**src/rtl/core/dcpec_pkg.sv**
```systemverilog
// Shared types, constants and the PEC byte-update function for the PEC frame checker.
package dcpec_pkg;

	localparam logic [15:0] PEC_POLY     = 16'h4599;
	localparam logic [15:0] PEC_SEED     = 16'd16;
	localparam logic [2:0]  HEADER_BYTES = 3'd4;
	localparam logic [2:0]  DATA_BYTES   = 3'd6;
	localparam logic [2:0]  POS_PEC_LOW  = 3'd7;
	localparam logic [5:0]  MAX_DEVICES  = 6'd32;
	localparam logic [5:0]  PASS_MAX     = 6'd63;
	localparam logic [5:0]  DEV_RESET    = 6'd1;

	// Kind of a request handed from the front part to the back part.
	localparam logic [1:0] KIND_DATA   = 2'd0;
	localparam logic [1:0] KIND_PEC_HI = 2'd1;
	localparam logic [1:0] KIND_PEC_LO = 2'd2;

	typedef struct packed {
		logic [7:0] rx_byte;
		logic       frame_start;
	} in_t;

	typedef struct packed {
		logic [4:0]  device_index;
		logic [15:0] word_first;
		logic [15:0] word_second;
		logic [15:0] word_third;
		logic        check_passed;
		logic [5:0]  passed_so_far;
		logic        last_device;
	} out_t;

	typedef struct packed {
		logic [1:0] kind;
		logic [7:0] byte_val;
		logic [2:0] pos;
		logic [4:0] group;
		logic       last;
	} work_t;

	typedef struct packed {
		logic  valid;
		work_t item;
	} work_req_t;

	// Table-free 8-bit step of the CRC-15 remainder.
	function automatic logic [15:0] pec_update(input logic [15:0] rem, input logic [7:0] b);
		logic [15:0] r;
		r = {1'b0, rem[14:7] ^ b, 7'b0};
		for (int i = 0; i < 8; i++) begin
			if (r[14]) begin
				r = {r[14:0], 1'b0} ^ PEC_POLY;
			end else begin
				r = {r[14:0], 1'b0};
			end
		end
		return {rem[7:0], 8'b0} ^ r;
	endfunction

endpackage

```
**src/rtl/core/dcpec_front.sv**
```systemverilog
// Front part: frame tracking, header skip and byte classification.
module dcpec_front (
	input  logic              clk,
	input  logic              arst_n,
	input  logic              in_valid,
	input  logic              in_stall,
	input  dcpec_pkg::in_t    in_data,
	input  logic              cfg_we,
	input  logic [5:0]        cfg_wdata,
	output dcpec_pkg::work_req_t push
);
	import dcpec_pkg::*;

	logic [5:0] dev_count_q;
	logic [2:0] header_q;
	logic [2:0] pos_q;
	logic [4:0] group_q;
	logic       done_q;
	logic       accept;
	logic       take;
	logic [5:0] limit;
	logic       last;

	assign accept = in_valid && !in_stall;

	always_comb begin
		if (dev_count_q == 6'd0) begin
			limit = 6'd1;
		end else if (dev_count_q > MAX_DEVICES) begin
			limit = MAX_DEVICES;
		end else begin
			limit = dev_count_q;
		end
	end

	assign last = ({1'b0, group_q} + 6'd1) >= limit;
	assign take = accept && !in_data.frame_start && !done_q && (header_q == 3'd0);

	always_comb begin
		push.valid         = take;
		push.item.byte_val = in_data.rx_byte;
		push.item.pos      = pos_q;
		push.item.group    = group_q;
		push.item.last     = last;
		if (pos_q < DATA_BYTES) begin
			push.item.kind = KIND_DATA;
		end else if (pos_q == POS_PEC_LOW) begin
			push.item.kind = KIND_PEC_LO;
		end else begin
			push.item.kind = KIND_PEC_HI;
		end
	end

	always_ff @(posedge clk or negedge arst_n) begin
		if (!arst_n) begin
			dev_count_q <= DEV_RESET;
		end else if (cfg_we) begin
			dev_count_q <= cfg_wdata;
		end
	end

	always_ff @(posedge clk or negedge arst_n) begin
		if (!arst_n) begin
			header_q <= HEADER_BYTES;
			pos_q    <= 3'd0;
			group_q  <= 5'd0;
			done_q   <= 1'b1;
		end else if (accept) begin
			if (in_data.frame_start) begin
				// start byte is itself the first echo byte
				header_q <= HEADER_BYTES - 3'd1;
				pos_q    <= 3'd0;
				group_q  <= 5'd0;
				done_q   <= 1'b0;
			end else if (!done_q) begin
				if (header_q != 3'd0) begin
					header_q <= header_q - 3'd1;
				end else if (pos_q == POS_PEC_LOW) begin
					pos_q <= 3'd0;
					if (last) begin
						done_q <= 1'b1;
					end else begin
						group_q <= group_q + 5'd1;
					end
				end else begin
					pos_q <= pos_q + 3'd1;
				end
			end
		end
	end

endmodule

```
**src/rtl/core/dcpec_queue.sv**
```systemverilog
// Two-entry request queue between the front and back parts.
module dcpec_queue (
	input  logic                 clk,
	input  logic                 arst_n,
	input  dcpec_pkg::work_req_t push,
	input  logic                 pop,
	output dcpec_pkg::work_req_t head,
	output logic                 full
);
	import dcpec_pkg::*;

	work_t      entry_q [2];
	logic       wr_ptr_q;
	logic       rd_ptr_q;
	logic [1:0] count_q;
	logic       do_pop;

	assign full       = (count_q == 2'd2);
	assign head.valid = (count_q != 2'd0);
	assign head.item  = entry_q[rd_ptr_q];
	assign do_pop     = pop && head.valid;

	always_ff @(posedge clk) begin
		if (push.valid) begin
			entry_q[wr_ptr_q] <= push.item;
		end
	end

	always_ff @(posedge clk or negedge arst_n) begin
		if (!arst_n) begin
			wr_ptr_q <= 1'b0;
			rd_ptr_q <= 1'b0;
			count_q  <= 2'd0;
		end else begin
			if (push.valid) begin
				wr_ptr_q <= ~wr_ptr_q;
			end
			if (do_pop) begin
				rd_ptr_q <= ~rd_ptr_q;
			end
			case ({push.valid, do_pop})
				2'b10:   count_q <= count_q + 2'd1;
				2'b01:   count_q <= count_q - 2'd1;
				default: count_q <= count_q;
			endcase
		end
	end

endmodule

```
**src/rtl/core/dcpec_back.sv**
```systemverilog
// Back part: CRC update, data capture, PEC compare and output register.
module dcpec_back (
	input  logic                 clk,
	input  logic                 arst_n,
	input  dcpec_pkg::work_req_t head,
	output logic                 pop,
	output logic                 out_valid,
	input  logic                 out_stall,
	output dcpec_pkg::out_t      out_data
);
	import dcpec_pkg::*;

	logic [15:0] crc_q;
	logic [47:0] data_q;
	logic [7:0]  pec_hi_q;
	logic [5:0]  pass_q;
	logic        out_valid_q;
	out_t        out_q;
	logic        is_lo;
	logic        slot_free;
	logic        ok;
	logic [5:0]  pass_next;
	logic [15:0] crc_base;

	assign is_lo     = (head.item.kind == KIND_PEC_LO);
	assign slot_free = !out_valid_q || !out_stall;
	assign pop       = head.valid && (!is_lo || slot_free);

	assign crc_base  = (head.item.pos == 3'd0) ? PEC_SEED : crc_q;
	assign ok        = ({pec_hi_q, head.item.byte_val} == {crc_q[14:0], 1'b0});
	assign pass_next = (ok && (pass_q != PASS_MAX)) ? pass_q + 6'd1 : pass_q;

	always_ff @(posedge clk) begin
		if (pop) begin
			unique case (head.item.kind)
				KIND_DATA: begin
					crc_q <= pec_update(crc_base, head.item.byte_val);
					for (int i = 0; i < 6; i++) begin
						if (head.item.pos == 3'(i)) begin
							data_q[i*8 +: 8] <= head.item.byte_val;
						end
					end
				end
				KIND_PEC_HI: begin
					pec_hi_q <= head.item.byte_val;
				end
				KIND_PEC_LO: begin
					out_q.device_index  <= head.item.group;
					out_q.word_first    <= data_q[15:0];
					out_q.word_second   <= data_q[31:16];
					out_q.word_third    <= data_q[47:32];
					out_q.check_passed  <= ok;
					out_q.passed_so_far <= pass_next;
					out_q.last_device   <= head.item.last;
				end
				default: begin
				end
			endcase
		end
	end

	// pass count restarts with the first data byte of a frame
	always_ff @(posedge clk or negedge arst_n) begin
		if (!arst_n) begin
			pass_q <= 6'd0;
		end else if (pop) begin
			if (head.item.kind == KIND_DATA && head.item.pos == 3'd0
					&& head.item.group == 5'd0) begin
				pass_q <= 6'd0;
			end else if (is_lo) begin
				pass_q <= pass_next;
			end
		end
	end

	always_ff @(posedge clk or negedge arst_n) begin
		if (!arst_n) begin
			out_valid_q <= 1'b0;
		end else if (pop && is_lo) begin
			out_valid_q <= 1'b1;
		end else if (!out_stall) begin
			out_valid_q <= 1'b0;
		end
	end

	assign out_valid = out_valid_q;
	assign out_data  = out_q;

endmodule

```
**src/rtl/core/daisy_chain_pec_frame_checker_core.sv**
```systemverilog
// Checks the PEC of each device group in a daisy-chain read response and reports its data.
// Takes one byte per cycle while in_stall is low. The front part tracks the frame (four
// echo bytes skipped, then 8-byte groups) and hands each group byte as a request through a
// two-entry queue to the back part, which updates the CRC-15 (polynomial 0x4599, seed 16)
// one byte per cycle unless a second PEC byte waits on a held result, and on that byte
// loads the result register. A result may wait in that register while bytes keep flowing;
// input stall rises only when the queue is full behind a held result.
module daisy_chain_pec_frame_checker_core (
	input  logic             clk,
	input  logic             arst_n,
	input  logic             in_valid,
	output logic             in_stall,
	input  dcpec_pkg::in_t   in_data,
	output logic             out_valid,
	input  logic             out_stall,
	output dcpec_pkg::out_t  out_data,
	input  logic             cfg_we,
	input  logic [5:0]       cfg_wdata
);
	import dcpec_pkg::*;

	work_req_t push;
	work_req_t head;
	logic      pop;
	logic      full;

	assign in_stall = full;

	dcpec_front u_front (
		.clk       (clk),
		.arst_n    (arst_n),
		.in_valid  (in_valid),
		.in_stall  (in_stall),
		.in_data   (in_data),
		.cfg_we    (cfg_we),
		.cfg_wdata (cfg_wdata),
		.push      (push)
	);

	dcpec_queue u_queue (
		.clk    (clk),
		.arst_n (arst_n),
		.push   (push),
		.pop    (pop),
		.head   (head),
		.full   (full)
	);

	dcpec_back u_back (
		.clk       (clk),
		.arst_n    (arst_n),
		.head      (head),
		.pop       (pop),
		.out_valid (out_valid),
		.out_stall (out_stall),
		.out_data  (out_data)
	);

	a_no_push_when_full: assert property (@(posedge clk) disable iff (!arst_n)
		full |-> !push.valid)
		else $error("request pushed into full queue");

	a_lo_pop_loads_result: assert property (@(posedge clk) disable iff (!arst_n)
		(pop && head.valid && head.item.kind == KIND_PEC_LO) |=> out_valid)
		else $error("PEC request popped without a result");

	a_pass_bounded: assert property (@(posedge clk) disable iff (!arst_n)
		out_valid |-> (out_data.passed_so_far <= {1'b0, out_data.device_index} + 6'd1))
		else $error("pass count exceeds groups seen");

endmodule
```
**config.mk**
```make
export PLATFORM = sky130hd
export DESIGN_NAME = daisy_chain_pec_frame_checker_core
export DESIGN_NICKNAME = d
export VERILOG_FILES = /design/src/rtl/core/dcpec_pkg.sv /design/src/rtl/core/dcpec_front.sv /design/src/rtl/core/dcpec_queue.sv /design/src/rtl/core/dcpec_back.sv /design/src/rtl/core/daisy_chain_pec_frame_checker_core.sv
export SDC_FILE = /design/constraint.sdc
export NUM_CORES = 1
export LEC_CHECK = 0
export BUFFER_PORTS_ARGS = -buffer_cell sky130_fd_sc_hd__buf_2
export CORE_MARGIN = 2
export CORE_UTILIZATION = 46
export DETAILED_ROUTE_END_ITERATION = 16
export REMOVE_ABC_BUFFERS = 1
export SYNTH_ARGS = -nofsm -noshare
export SYNTH_HDL_FRONTEND = slang
export SYNTH_HIERARCHICAL = 1
export SYNTH_SLANG_ARGS = --single-unit
```
**constraint.sdc**
```tcl
create_clock -name clk -period 9.8 [get_ports clk]
set_clock_uncertainty 0.15 [all_clocks]
set_input_delay 0.49 -clock clk [delete_from_list [all_inputs] [get_ports clk]]
set_output_delay 0.49 -clock clk [all_outputs]
set_load 0.03 [all_outputs]
```
==> implementation parameters <==
Parameter                              Value

Layout
  Count of inserted antenna diode cells    0
  Storage element area    slightly below 6000 µm²
  Fill cell total of the finished layout    between 1,000 and 1,500
  Share of final-layout standard cells stronger than drive strength 1    27.6%
  Non-filler cells in the finished layout    a little over 800
  Multi-input gate area in the final layout    2170 µm²
  Synthesis-to-finish area growth    14.4%
  Count of nets after finishing    between 600 and 700
  Final Instance Area    approximately 9400 µm²
  Layout Utilization    a little over half

GRT
  First-pass GRT wire length    approximately 21 mm
  Antenna violations before repair    0
  Total gr overflow    0
  Via count of the first global-routing pass    between 4,000 and 5,000
  Pin count of the biggest net entering global routing    56
  Overall track demand over capacity in global routing    between 15 and 20%

Placed design
  RePlAce Congestion    approximately 0.8
  Placed standard-cell area    around 9000 µm²
  Place WS    6.01 ns
  Number of buffers inserted by port buffering    82
  HPWL after DPL    around 9.1 mm
  Number of cells after detailed placement    between 700 and 800

Floorplan
  I/O pins    between 80 and 90
  Horiz. Die Dim    137 µm
  Die outline height    ~140 µm
  Placeable core area    between 15,000 and 20,000 µm²
  Effective utilization at floorplan    approximately 47%
  Floorplan die area    ~19,000 µm²
  Standard-cell rows    48

Route
  Detail Route Antenna Nets    0
  DRC violation count after routing    0
  Routed len/inst    approximately 16 µm
  Via total after detailed routing    between 4,000 and 5,000
  Number of vias per cell after detailed routing    approximately 5.0
  DRT Wirelength    13.3 mm
  Violation count after the first detailed-route iteration    150
  Drt pass-1 iters    4

Setup path
  Critical path data arrival time    3.66 ns
  Required time at the endpoint of the critical path    9.69 ns
  Flop2flop setup slack    between 6 and 7 ns
  Startpoint kind of the worst setup timing path    flip-flop
  Instance count on the critical path    5
  Biggest cell delay along the critical path    around 0.90 ns
  Kind of capture point of the worst setup path    flip-flop
  CP top delay family    simple AND/OR/NAND/NOR gates
  Worst path buffer plus inverter count    1
  End of the worst register-to-register path    u_back/data_q[20]$_DFFE_PP_
  Maximum net fanout on the critical path    20
  Worst path slowest cell    dfrtp_1
  WS Path Type    reg -> reg
  CP endpoint    u_back/data_q[20]$_DFFE_PP_
  Critical path, cell by cell    mux2_2 > or3_1 > inv_1 > nand2_1 > nor3_1
  FF-to-FF path depth    5
  Launch point of the critical path    u_queue/rd_ptr_q$_DFFE_PN0P_
  Launching point of the worst reg2reg path    u_queue/rd_ptr_q$_DFFE_PN0P_

Synthesis
  Async S/R FF share, synth    around 15%
  Post-synthesis cell type count    between 60 and 70
  Avg Synthesized Cell Area    roughly 16 µm²
  Primary flip-flop cell chosen by synthesis mapping    edfxtp_1
  Post-synthesis instance area    roughly 8200 µm²
  Seq/Total Area, Yosys    71.2%
  Number of enable flip-flop cells after synthesis    170
  Seq cells post-synth    approximately 200
  Warnings, synthesis    6
  Post-Syn Instances    509

Clock tree
  Post-cts resize count    0
  Clock Tree Buf Depth    2
  Deepest level of the CTS H-tree    4
  Clock-pin slew of the registers on the worst-case setup and hold paths    ~0.07 ns
  TritonCTS clock tree    built
  Clock tree sinks    roughly 200
  Master cell of the clock root buffer    clkbuf_16
  Clock latency at the later pin of the worst-skew pair    between 0.4 and 0.5 ns
  Number of buffers created by CTS    17

Power and ir drop
  Worst IR drop on VDD    0.000189 V
  Leakage power summed over all cells    roughly 3.5 nW
  Cell Pwr Density    ~330 nW/µm²
  Power, Total    approximately 3.1 mW

STA
  Post-layout minimum cycle time    approximately 3.8 ns
  Hold slack final    0.0957 ns
  Final period util    between 30 and 40%
  Finish-stage setup viols    0
  RSZ-0062 raised after global routing    no
  Worst path setup slack after routing    about 6 ns
  Max-slew headroom    21.9%
  Post-route setup TNS    0 ns
  Worst-Margin Slew    between 1 and 1.5 ns
  Count of final max-slew check failures    0
  Final Hold Fails    0
  Peak Freq    0.265 GHz

Hold path
  Worst hold path type    in -> reg

Run status
  Run status    finished, final reports clean

Job
  Max-Cap Viols    0
metal layers:
metal  track usage (%)  vias up  part of all wire, %
met5                 0        -                    0
met4              5.61        0                  1.7
met3              3.57       19                  4.9
met2              25.5      102                   49
met1              19.0     2002                   44
li1                  -     2014                    -
worst min-delay path by stage:
stage	from	end	slack (ns)	cells after the start
floorplan	arst_n	u_back/out_valid$_DFFE_PN0P_	0.04	0
global placement	u_back/data_q[6]$_DFFE_PP_	u_back/out_data[46]$_DFFE_PP_	0.25	0
detailed placement	u_back/data_q[41]$_DFFE_PP_	u_back/out_data[17]$_DFFE_PP_	0.25	0
CTS	in_data[3]	u_queue/entry_q[0][11]$_DFFE_PP_	0.07	1
global route	in_data[8]	u_queue/entry_q[1][16]$_DFFE_PP_	0.07	1
finish	in_data[3]	u_queue/entry_q[1][11]$_DFFE_PP_	0.1	1
power by group:
| part | switching (mW) | internal [mW] |
|---|---|---|
| registers | 0.0992 | 1.17 |
| clock network | 0.333 | 0.346 |
| logic | 0.637 | 0.499 |
| total | 1.07 | 2.02 |
layout make-up:
cell class              instances  share of cell area [%]
flip-flops and latches        199                    62.2
repair buffers                 86                    4.72
multi-input cells             276                    23.2
inverters                      11                   0.440
clock buffers                  17                    4.54
well taps                     225                    3.00
clock inverters                15                    1.91
worst reg2reg max path, stage by stage (launching register included):
cell and delay [ns]:
dfrtp_1 0.90, mux2_2 0.43, or3_1 0.43, inv_1 0.46, nand2_1 0.11, nor3_1 0.90
what timing repair did:
action,in CTS,in global routing
buffers inserted,0,0
endpoints found under the setup margin,0,0
hold buffers,1,0
hold endpoints to repair,26,0
Yosys cell counts, types with 3 or more instances:
cell type,number,share of area [%]
nand3_1,11,0.67
nand4_1,4,0.31
nand2_1,34,1.6
o21ai_0,4,0.24
or4b_1,3,0.37
a21oi_1,5,0.31
nor2b_1,5,0.38
o211ai_1,3,0.27
inv_1,10,0.46
clkbuf_1,5,0.23
xnor2_2,4,0.79
nor2_1,33,1.5
o21ai_1,3,0.18
buf_2,5,0.31
edfxtp_1,170,62
dfstp_2,3,0.96
xnor2_1,52,5.6
dfrtp_1,26,7.9
nor3_1,6,0.37
xor2_1,20,2.1
mux2_2,26,3.6
or4_1,4,0.37
ha_1,13,2.0
buf_4,11,1.0
cell families after synthesis:
logic type,Yosys count,share of synthesized area [%]
adders and majority gates,13,1.98
xor gates and xnor gates,81,9.83
muxes,27,3.69
buffers and inverters,34,2.32
and+or+nand+nor,122,7.89
AOI/OAI and AO/OA,33,3.11
DFF,199,71.2
layout by cell type (no fill, tap or decap), drive strengths merged, types with 7 or more instances in the layout:
master	synthesis	layout
a21oi	7	7
buf	18	85
clkbuf	5	17
clkinv	1	8
dfrtp	26	26
edfxtp	170	170
ha	13	13
inv	10	18
mux2	26	26
nand2	34	34
nand3	11	11
nor2	34	34
nor3	7	7
o21ai	9	9
xnor2	57	57
xor2	23	23
sequential cells by signal, indices dropped and copies added (netlist names), 2 cells and up:
name,count
u_back/pass_q,6
u_queue/count_q,2
u_front/pos_q,3
u_back/crc_q,15
u_back/pec_hi_q,8
u_front/header_q,3
u_queue/entry_q,38
u_back/out_data,61
u_back/data_q,48
u_front/dev_count_q,6
u_front/group_q,5
No activity file was read; power rests on OpenSTA's default activity.
